[src/rtl/kalman_fuse_2d_position_unit_assert.svh]
// ----------------------------------------------------------------------------
// Assertion macros for the 2-D Kalman fusion unit
// Implication checks, compiled out when SYNTH is defined.
// ----------------------------------------------------------------------------
`ifndef KALMAN_FUSE_2D_POSITION_UNIT_ASSERT_SVH
`define KALMAN_FUSE_2D_POSITION_UNIT_ASSERT_SVH
`ifndef SYNTH
`define KF_ASSERT_IMP(lbl, ck, rs, a, c) \
  lbl: assert property (@(posedge ck) disable iff (rs) (a) |-> (c)) \
    else $error("kf2d assertion failed");
`define KF_ASSERT_NXT(lbl, ck, rs, a, c) \
  lbl: assert property (@(posedge ck) disable iff (rs) (a) |=> (c)) \
    else $error("kf2d assertion failed");
`else
`define KF_ASSERT_IMP(lbl, ck, rs, a, c)
`define KF_ASSERT_NXT(lbl, ck, rs, a, c)
`endif
`endif

[src/rtl/kf2d_pkg.sv]
// ----------------------------------------------------------------------------
// kf2d_pkg
// Shared types, constants and helpers of the 2-D Kalman fusion unit.
// ----------------------------------------------------------------------------
`default_nettype none
package kf2d_pkg;

  localparam int FRAC_BITS_DEF = 16;
  localparam int ACC_W         = 66;   // holds an exact 32x32 difference of products
  localparam int DV_W          = 64;   // divider dividend width
  localparam int QB            = 33;   // quotient bits developed by the divider

  localparam logic OP_LOAD = 1'b0;
  localparam logic OP_FUSE = 1'b1;

  typedef enum logic [2:0] {
    ST_IDLE,
    ST_SUM,
    ST_MUL,
    ST_ACC,
    ST_DET,
    ST_DIV,
    ST_DIV_WAIT,
    ST_OUT
  } state_t;

  typedef struct packed {
    logic start;
    logic flip;   // numerator is negated
  } div_ctl_t;

  function automatic logic signed [31:0] sat32(input logic signed [ACC_W-1:0] v);
    logic signed [ACC_W-1:0] hi;
    logic signed [ACC_W-1:0] lo;
    hi = {{(ACC_W-31){1'b0}}, {31{1'b1}}};
    lo = {{(ACC_W-31){1'b1}}, {31{1'b0}}};
    if (v > hi) return 32'sh7fffffff;
    else if (v < lo) return 32'sh80000000;
    else return v[31:0];
  endfunction

  function automatic logic signed [ACC_W-1:0] sx32(input logic signed [31:0] v);
    return {{(ACC_W-32){v[31]}}, v};
  endfunction

endpackage
`default_nettype wire

[src/rtl/kf2d_mul.sv]
// ----------------------------------------------------------------------------
// kf2d_mul
// Shared signed 32x32 multiplier with registered product.
// ----------------------------------------------------------------------------
`default_nettype none
module kf2d_mul import kf2d_pkg::*; (
  input  wire logic               clk,
  input  wire logic               en,
  input  wire logic signed [31:0] a,
  input  wire logic signed [31:0] b,
  output logic signed [63:0]      p
);

  always_ff @(posedge clk) begin
    if (en) p <= a * b;
  end

endmodule
`default_nettype wire

[config.mk]
export PLATFORM = sky130hd
export DESIGN_NAME = kf2d_mul
export DESIGN_NICKNAME = d
export VERILOG_FILES = /design/src/rtl/kalman_fuse_2d_position_unit_assert.svh /design/src/rtl/kf2d_pkg.sv /design/src/rtl/kf2d_mul.sv
export SDC_FILE = /design/constraint.sdc
export NUM_CORES = 2
export LEC_CHECK = 0
export BUFFER_PORTS_ARGS = -buffer_cell sky130_fd_sc_hd__buf_4
export CORE_ASPECT_RATIO = 1.5
export CORE_UTILIZATION = 26
export CTS_CLUSTER_DIAMETER = 100
export DETAILED_ROUTE_END_ITERATION = 7
export PLACE_DENSITY = 0.45
export SYNTH_ARGS = -nofsm -noshare
export SYNTH_HDL_FRONTEND = slang
export SYNTH_SLANG_ARGS = --single-unit
[constraint.sdc]
create_clock -name clk -period 9.04 [get_ports clk]
set_input_delay 1.356 -clock clk [delete_from_list [all_inputs] [get_ports clk]]
set_output_delay 1.356 -clock clk [all_outputs]
set_load 0.02 [all_outputs]
==> run summary <==
P&R area growth vs syn - 10.5%
Initial antenna violation count - 1
CTS clk-pin slew, worst paths - 0.07 ns
Vias in the first global route - 29.8k
Layout Nets - 5293
Max reg flops - 64
Worst Setup End Kind - register
HP Class - in -> reg
Kind of critical path - in -> reg
Most frequent cells in the layout - 1082 x fa_1, 952 x inv_1, 516 x and2_1
Slew HR - 0.513
Final hold violations - 0
FF+latch count, synth - 64
Max FO, Critical Path - 25
IO Pins - 130
Dpl hpwl - 105000 µm
First-pass GRT wire length - 182000 µm
Max Slew Vio Count - 0
Post-Route Setup TNS - 0 ns
Outcome - completed
Startpoint Class - primary input
Total grt overflow - 0
Mapped cell area - 0.0379 mm²
Final period utilization - 0.951
CTS max path bufs - 2
WHS Path Cells - 1
Routability congestion estimate - 0.832
TritonCTS clock tree - done
Iter 0 DRT Violations - 1033
Max-Cap Viols - 0
Root buffer cell - clkbuf_16
Peak Freq - 116 MHz
Fraction of layout cells with a size suffix above 1 - 0.0767
Die area - 0.147 mm²
TritonRoute pass-1 iters - 5
Syn_nets - 5216
Biggest regs - p: 64 flops
Core area - 0.145 mm²
RSZ-0062 raised after global routing - false
DR WL/cell - 20.3 µm
Via density - 4.39
Yosys cell types - 63
Commonest non-fill, non-tap cell in the layout - fa_1
Resize count post-CTS - 0
Sequential Area - 0.00192 mm²
Fraction of the mapped netlist area in adder cells - 0.633
Largest Register - p
Largest net degree at the start of global routing - 47
Total clock sinks - 64
Most used DFF post-synth - edfxtp_1
WL final - 119000 µm
Setup bufs post-CTS - 0
Layout fillers - 15.6k
Largest family of logic cells by synthesized area - adder cells
Worst-margin pin slew - 0.730 ns
DRC viols - 0
PortBufs - 129
Number of flops mapped to enable cells by yosys - 64
XOR/XNOR Fraction of Synth Area - 0.0173
Total CTS buffers - 9
Worst EP required - 9.16 ns
Global-route usage over all layers - 0.167
Core Rows - 171
CP Data Arrival Time - 8.72 ns
Synth Area in Simple Gates - 0.151
Post-synth ARST share - 0
Synth Warn # - 0
Final setup vio count - 0
Sequential area share after synthesis - 0.0507
Vias - 25.8k
Compound-Gate Fraction of Synth Area - 0.0341
Hold buffer count at cts - 0
Multi-input logic area - 0.0316 mm²
Avg Cell Area, Syn - 9.75 µm²
Post-Syn Instances - 3884
Starting Density - 0.262
Post-synthesis mux area share - 0
H-tree levels - 3
ANT nets after route - 0
Chip width - 314 µm
Tmin final - 8.60 ns
Chip Height - 469 µm
==> worst paths after layout <==
path | start | to | slack [ns]
setup / recovery | b[5] | p[62]$_DFFE_PP_ | 0.44
hold / removal | en | p[60]$_DFFE_PP_ | 1.41
==> through the flow <==
step                setup slack [ns]  utilization  std cells  area [µm²]  hold slack, ns
floorplan                      0.287            -       3884       37900            1.47
global placement              0.0466        0.287       5853       41500            1.79
detailed placement           0.00450        0.287       5853       41500            1.79
CTS                            0.427        0.289       5869       41800            1.39
global route                  0.0306        0.289       5869       41800            1.40
finish                         0.443        0.289       5871       41900            1.41
==> logic make-up (layout without fill, tap and decap cells) <==
| family | Yosys count | in the layout |
|---|---|---|
| fa+ha+maj | 1266 | 1266 |
| buf+inv | 1152 | 1234 |
| simple gates | 1134 | 1134 |
| compound gates | 193 | 193 |
| xor+xnor | 75 | 75 |
| flops | 64 | 64 |
| other cells | 0 | 2 |
==> cell type report <==
type | instances | share of cell area
antenna | 2 | 0.000120
clock buffer | 9 | 0.00538
clock inverter | 7 | 0.00182
inverter | 952 | 0.0854
multi-input combinational | 2668 | 0.756
sequential | 64 | 0.0459
tap | 1903 | 0.0569
timing repair buffer | 266 | 0.0486
==> synthesized netlist by cell type (2+ instances only) <==
master	number	area (µm²)
fa_1	1082	21700
inv_1	952	3570
and2_1	516	3230
nand2_1	511	1920
clkbuf_1	195	732
ha_1	184	2300
a21oi_1	68	340
edfxtp_1	64	1920
xnor2_1	53	464
nor2_1	42	158
o21ai_0	28	140
a21o_1	23	173
xor2_1	22	193
nand3_1	15	75.1
o21bai_1	15	113
a31oi_1	12	75.1
nand2b_1	9	56.3
and3_1	7	43.8
nand4_1	7	43.8
nor3_1	6	30.0
o31ai_1	6	45.0
a211oi_1	4	30.0
o21a_1	4	30.0
or3_1	4	25.0
a211oi_2	3	37.5
a21boi_0	3	22.5
and4_1	3	26.3
buf_2	3	15.0
nor2b_1	3	18.8
o211ai_1	3	22.5
a21o_2	2	17.5
buf_1	2	7.51
o21ai_2	2	17.5
o22a_1	2	17.5
==> worst max-delay path, cell delays in order <==
cell and delay, ns:
buf_4 0.30, nand2_1 0.21, inv_1 0.12, fa_1 0.39
inv_1 0.24, fa_1 0.47, inv_1 0.21, fa_1 0.50
fa_1 0.53, inv_1 0.13, fa_1 0.51, inv_1 0.06
fa_1 0.53, inv_1 0.05, fa_1 0.52, inv_1 0.07
fa_1 0.46, ha_1 0.30, and3_1 0.20, nand2_1 0.09
or3_1 0.38, o22a_1 0.19, o211ai_1 0.15, buf_4 0.19
a31oi_1 0.14, o31ai_1 0.28, xor2_1 0.10
==> layer usage <==
| metal | GRT usage | wire, µm | vias up |
|---|---|---|---|
| li1 | - | - | 11300 |
| met1 | 0.162 | 38400 | 14000 |
| met2 | 0.353 | 73500 | 410 |
| met3 | 0.0132 | 2330 | 121 |
| met4 | 0.0612 | 4850 | 2 |
| met5 | 0 | 13 | - |
Power is left out: the tool's default activity adds up to more than one toggle a clock period on the data nets, which glitch-free logic cannot reach.
