**config.mk**
```make
export PLATFORM = sky130hd
export DESIGN_NAME = kf2d_div
export DESIGN_NICKNAME = d
export VERILOG_FILES = /design/src/rtl/kalman_fuse_2d_position_unit_assert.svh /design/src/rtl/kf2d_pkg.sv /design/src/rtl/kf2d_div.sv
export SDC_FILE = /design/constraint.sdc
export NUM_CORES = 1
export LEC_CHECK = 0
export BUFFER_PORTS_ARGS = -buffer_cell sky130_fd_sc_hd__buf_2
export CORE_MARGIN = 4
export CORE_UTILIZATION = 30
export CTS_CLUSTER_DIAMETER = 60
export DETAILED_ROUTE_END_ITERATION = 16
export GPL_TIMING_DRIVEN = 0
export SYNTH_ARGS = -nofsm -noshare
export SYNTH_HDL_FRONTEND = slang
export SYNTH_SLANG_ARGS = --single-unit
```
**constraint.sdc**
```tcl
create_clock -name clk -period 8.14 [get_ports clk]
set_clock_uncertainty 0.05 [all_clocks]
set_input_delay 1.628 -clock clk [delete_from_list [all_inputs] [get_ports clk]]
set_output_delay 1.628 -clock clk [all_outputs]
set_load 0.01 [all_outputs]
```
**src/rtl/kalman_fuse_2d_position_unit_assert.svh**
```systemverilog
// ----------------------------------------------------------------------------
// Assertion macros for the 2-D Kalman fusion unit
// Implication checks, compiled out when SYNTH is defined.
// ----------------------------------------------------------------------------
`ifndef KALMAN_FUSE_2D_POSITION_UNIT_ASSERT_SVH
`define KALMAN_FUSE_2D_POSITION_UNIT_ASSERT_SVH
`ifndef SYNTH
`define KF_ASSERT_IMP(lbl, ck, rs, a, c) \
  lbl: assert property (@(posedge ck) disable iff (rs) (a) |-> (c)) \
    else $error("kf2d assertion failed");
`define KF_ASSERT_NXT(lbl, ck, rs, a, c) \
  lbl: assert property (@(posedge ck) disable iff (rs) (a) |=> (c)) \
    else $error("kf2d assertion failed");
`else
`define KF_ASSERT_IMP(lbl, ck, rs, a, c)
`define KF_ASSERT_NXT(lbl, ck, rs, a, c)
`endif
`endif

```
**src/rtl/kf2d_pkg.sv**
```systemverilog
// ----------------------------------------------------------------------------
// kf2d_pkg
// Shared types, constants and helpers of the 2-D Kalman fusion unit.
// ----------------------------------------------------------------------------
`default_nettype none
package kf2d_pkg;

  localparam int FRAC_BITS_DEF = 16;
  localparam int ACC_W         = 66;   // holds an exact 32x32 difference of products
  localparam int DV_W          = 64;   // divider dividend width
  localparam int QB            = 33;   // quotient bits developed by the divider

  localparam logic OP_LOAD = 1'b0;
  localparam logic OP_FUSE = 1'b1;

  typedef enum logic [2:0] {
    ST_IDLE,
    ST_SUM,
    ST_MUL,
    ST_ACC,
    ST_DET,
    ST_DIV,
    ST_DIV_WAIT,
    ST_OUT
  } state_t;

  typedef struct packed {
    logic start;
    logic flip;   // numerator is negated
  } div_ctl_t;

  function automatic logic signed [31:0] sat32(input logic signed [ACC_W-1:0] v);
    logic signed [ACC_W-1:0] hi;
    logic signed [ACC_W-1:0] lo;
    hi = {{(ACC_W-31){1'b0}}, {31{1'b1}}};
    lo = {{(ACC_W-31){1'b1}}, {31{1'b0}}};
    if (v > hi) return 32'sh7fffffff;
    else if (v < lo) return 32'sh80000000;
    else return v[31:0];
  endfunction

  function automatic logic signed [ACC_W-1:0] sx32(input logic signed [31:0] v);
    return {{(ACC_W-32){v[31]}}, v};
  endfunction

endpackage
`default_nettype wire

```
**src/rtl/kf2d_div.sv**
```systemverilog
// ----------------------------------------------------------------------------
// kf2d_div
// Radix-2 restoring divider: round(num * 2^F / den), saturated to 32 bits.
// ----------------------------------------------------------------------------
`default_nettype none
module kf2d_div import kf2d_pkg::*; #(
  parameter int FRAC_BITS = FRAC_BITS_DEF
) (
  input  wire logic                              clk,
  input  wire logic                              rst,
  input  wire div_ctl_t                          ctl,
  input  wire logic signed [31:0]                num,
  input  wire logic signed [ACC_W-FRAC_BITS-1:0] den,
  output logic                                   busy,
  output logic                                   done,
  output logic signed [31:0]                     q
);

  localparam int DET_W = ACC_W - FRAC_BITS;
  localparam int CNT_W = $clog2(QB + 1);

  logic [DET_W-1:0] ud;
  logic [DET_W-1:0] ud_in;
  logic [31:0]      un;
  logic [DV_W-1:0]  dvd;
  logic [DV_W-QB-1:0] hi;
  logic [DET_W-1:0] rem;
  logic [QB-1:0]    lo;
  logic [DET_W:0]   trial;
  logic             ge;
  logic             neg;
  logic             ovf;
  logic [CNT_W-1:0] cnt;
  logic [QB-1:0]    qc;
  logic [QB-1:0]    qs;

  always_comb begin
    ud_in = den[DET_W-1] ? DET_W'(-den) : DET_W'(den);
    un    = num[31] ? 32'(-num) : 32'(num);
    dvd   = (DV_W'(un) << FRAC_BITS) + DV_W'(ud_in >> 1);
    hi    = dvd[DV_W-1:QB];
    trial = {rem, lo[QB-1]};
    ge    = trial >= {1'b0, ud};
  end

  always_ff @(posedge clk) begin
    if (rst) begin
      busy <= 1'b0;
      done <= 1'b0;
      cnt  <= '0;
    end else begin
      done <= 1'b0;
      if (ctl.start && !busy) begin
        busy <= 1'b1;
        cnt  <= CNT_W'(QB);
      end else if (busy) begin
        cnt <= cnt - 1'b1;
        if (cnt == CNT_W'(1)) begin
          busy <= 1'b0;
          done <= 1'b1;
        end
      end
    end
  end

  always_ff @(posedge clk) begin
    if (ctl.start && !busy) begin
      ud  <= ud_in;
      neg <= (num[31] ^ ctl.flip) ^ den[DET_W-1];
      ovf <= DET_W'(hi) >= ud_in;
      rem <= DET_W'(hi);
      lo  <= dvd[QB-1:0];
    end else if (busy) begin
      rem <= ge ? DET_W'(trial - {1'b0, ud}) : trial[DET_W-1:0];
      lo  <= {lo[QB-2:0], ge};
    end
  end

  // clamp magnitude to 2^31, then fold to signed 32
  always_comb begin
    qc = (ovf || lo > (QB'(1) << 31)) ? (QB'(1) << 31) : lo;
    if (neg) qs = QB'(-qc);
    else if (qc == (QB'(1) << 31)) qs = (QB'(1) << 31) - 1'b1;
    else qs = qc;
  end

  // quotient is complete while done is high
  assign q = qs[31:0];

endmodule
`default_nettype wire

```
==> flow_summary.toml <==
[logic_synthesis]
syn_inst = 1628
synth_nets = 1820
synthDistinctLibCells = 85
yosys_warnings = 0
syn_area_per_cell_um2 = 8.291
synth_edf_count = 116
yosysSeqAreaShare = 0.2981
synth-seq-cells = 143
async_flop_share = 0
synth_area_um2 = 13500
ys.flop_type = "edfxtp_1"

[grt]
first_global_vias = 12350
grt_pass1_wl_mm = 70.24
grt_antenna_before_repair = 2
grtUsageTotal = 0.1854
grt_overflow = 0
grt_max_degree = 65

[power_and_ir_drop]
combPwrFrac = 0.556
vdd_drop_max_mv = 0.1683
p_seq_frac = 0.255
powerDensity_nw_per_um2 = 297.7
p_leak_nw = 6.283
swShare = 0.4537
p_sw_mw = 2.102
p_clk_frac = 0.189
total_power_mw = 4.633
p_int_mw = 2.531

[cts]
numCtsBuffers = 17
clk_pin_slew_worst_paths_ps = 70
clockBufferDepth = 2
cts_max_level = 4
root_buffer = "clkbuf_16"
cts.sinks = 143
clk_latency_ps = 440
cts_tree = "yes"
hold_buffers = 0

[timing]
slew_headroom = 0.3846
finalHoldViolations = 0
slew_viol_final = 0
setup_viol = 0
hold_slack_ps = 435.0
worstMarginPinSlew_ps = 916.1
period_share = 0.9576
setup_tns_ps = 0
fmax_mhz = 128.3
period_needed_ps = 7795
setup_slack_ps = 345.2

[drt]
viasPerCell = 5.486
drtIter0Drc = 1155
ant_nets = 0
routedWlPerCell_um = 19.34
route.detailed.drc = 0
drt_wl_total_mm = 45.91
vias = 13020
drtPass1Iterations = 5

[floorplanning]
core_area_um2 = 44320
fp.dieW_um = 220.1
rows = 77
start_util = 0.3046
die_area_um2 = 48450
ios = 120
die_h_um = 220.1

[placement]
place_area_um2 = 14820
dp_hpwl_mm = 36.53
pre_cts_ws_ps = -604.8
portBuffers = 115
gp_congestion = 0.9462
numPlacedInstances = 2335

[critical_path]
worstPathArrival_ps = 7960
reg2reg_from = "rem[25]"
endpoint = "ovf"
reg2regPathDepth = 13
crit_path_start = "den[49]"
regToRegSetupSlack_ps = 3370
cp-end-kind = "flop"
rr_endpoint = "rem[49]"
worstPathRequired_ps = 8310
cp_max_fo = 10
crit_path_start_kind = "primary input"
critPathKind = "in -> reg"

[final_layout]
multi_input_area_um2 = 8848
post-route-util = 0.3511
final_area_um2 = 15560
nFillCells = 4674
fin_cells = 2374
drive_gt1_frac = 0.1191
fin_nets = 1959
syn2layout_area_growth_pct = 15.29
seq_area_um2 = 4024

[flow_run]
maxCapViolCount = 0

[hold_path]
hold_path_class = "reg -> reg"
min-delay-start = "rem[38]"

[run_status]
status = "completed"
cells in the mapped netlist, types with 17 or more instances:
library cell | instances | area, um^2
o21a_1 | 18 | 135.1
a21oi_1 | 120 | 600.6
nor3_1 | 32 | 160.2
o21ai_1 | 31 | 155.2
clkbuf_1 | 60 | 225.2
or3_1 | 21 | 131.4
edfxtp_1 | 116 | 3483
a31oi_1 | 22 | 137.6
nand4_1 | 18 | 112.6
o21bai_1 | 17 | 127.6
xor2_1 | 53 | 464.2
o21ai_0 | 110 | 550.5
dfxtp_1 | 27 | 540.5
xnor2_1 | 114 | 998.5
inv_1 | 98 | 367.9
nor2_1 | 103 | 386.6
a21o_1 | 45 | 337.8
nand3_1 | 33 | 165.2
ha_1 | 104 | 1301
o31ai_1 | 29 | 217.7
nand2_1 | 195 | 732.0
layer usage:
metal  share of wire  vias up  wire length [um]  GRT usage
li1                -     6285                 -          -
met1            0.45     6217             20590     0.2499
met2            0.46      452             21050     0.3022
met3           0.060       70              2763    0.02910
met4           0.033        0              1503    0.06510
met5               0        -                 0          0
critical path: stages:
cell,delay [ps]
buf_2,150
clkbuf_1,420
clkbuf_2,410
clkbuf_1,550
nand2b_1,140
xnor2_1,410
ha_1,360
a21o_1,210
a21o_1,170
a221o_1,370
or3_1,350
o21ai_2,190
o21ai_0,170
a21o_1,210
a21oi_1,170
xnor2_1,160
ha_1,330
nand4_1,150
nor3_1,240
a2111oi_1,90
o21ai_0,210
a311oi_2,150
nor4_1,180
nand3_1,120
nor4_2,390
cell usage in the layout (no fill, tap or decap), types with 18 or more instances in the layout:
master / netlist / final
a21o_1: 45 / 45
a21oi_1: 120 / 120
a31oi_1: 22 / 22
buf_2: 6 / 121
clkbuf_1: 60 / 58
dfxtp_1: 27 / 27
edfxtp_1: 116 / 116
ha_1: 104 / 104
inv_1: 98 / 97
nand2_1: 195 / 195
nand3_1: 33 / 33
nand4_1: 18 / 18
nor2_1: 103 / 103
nor3_1: 32 / 31
o21a_1: 18 / 18
o21ai_0: 110 / 110
o21ai_1: 31 / 30
o31ai_1: 29 / 29
or3_1: 21 / 21
xnor2_1: 114 / 114
xor2_1: 53 / 53
final cells by class:
cell class | count | area share
Inverter | 99 | 0.02404
Tap cell | 592 | 0.04760
Buffer | 73 | 0.01914
Clock buffer | 17 | 0.02734
Multi-Input combinational cell | 1313 | 0.5686
Sequential cell | 143 | 0.2586
Antenna cell | 2 | 0.0003216
Clock inverter | 15 | 0.01415
Timing Repair Buffer | 120 | 0.04020
how the worst min path moves through the flow:
stage	endpoint	slack (ps)	cells after the start
floorplan	rem[38]	390	2
CTS	rem[38]	430	2
global placement	rem[38]	410	2
detailed placement	rem[38]	420	2
finish	rem[38]	430	2
global route	rem[38]	470	2
kinds of logic after synthesis:
kind of cell | share of synthesized area
simple gates | 0.1957
compound gates | 0.2451
buf+inv | 0.04922
xor+xnor | 0.1084
flops | 0.2981
fa+ha+maj | 0.09937
mux | 0.004171
sequential cells by signal, indices dropped and copies added, names as in the netlist:
signal	cells
lo	33
cnt	6
neg	1
ovf	1
done	1
busy	1
rem	50
ud	50
power groups by stage:
stage | sequential, mW | combinational [mW] | clock (mW)
floorplan | 1.13 | 1.86 | 0
global placement | 1.19 | 2.50 | 0
detailed placement | 1.19 | 2.52 | 0
CTS | 1.18 | 2.54 | 0.887
global route | 1.20 | 2.85 | 0.920
finish | 1.18 | 2.58 | 0.876
what timing repair did:
item / CTS / global route
buffers inserted: 0 / 5
resized for setup: 2 / 7
pin swaps: 0 / 3
setup endpoints to repair: 1 / 1
Power figures use the tool's default switching activity.
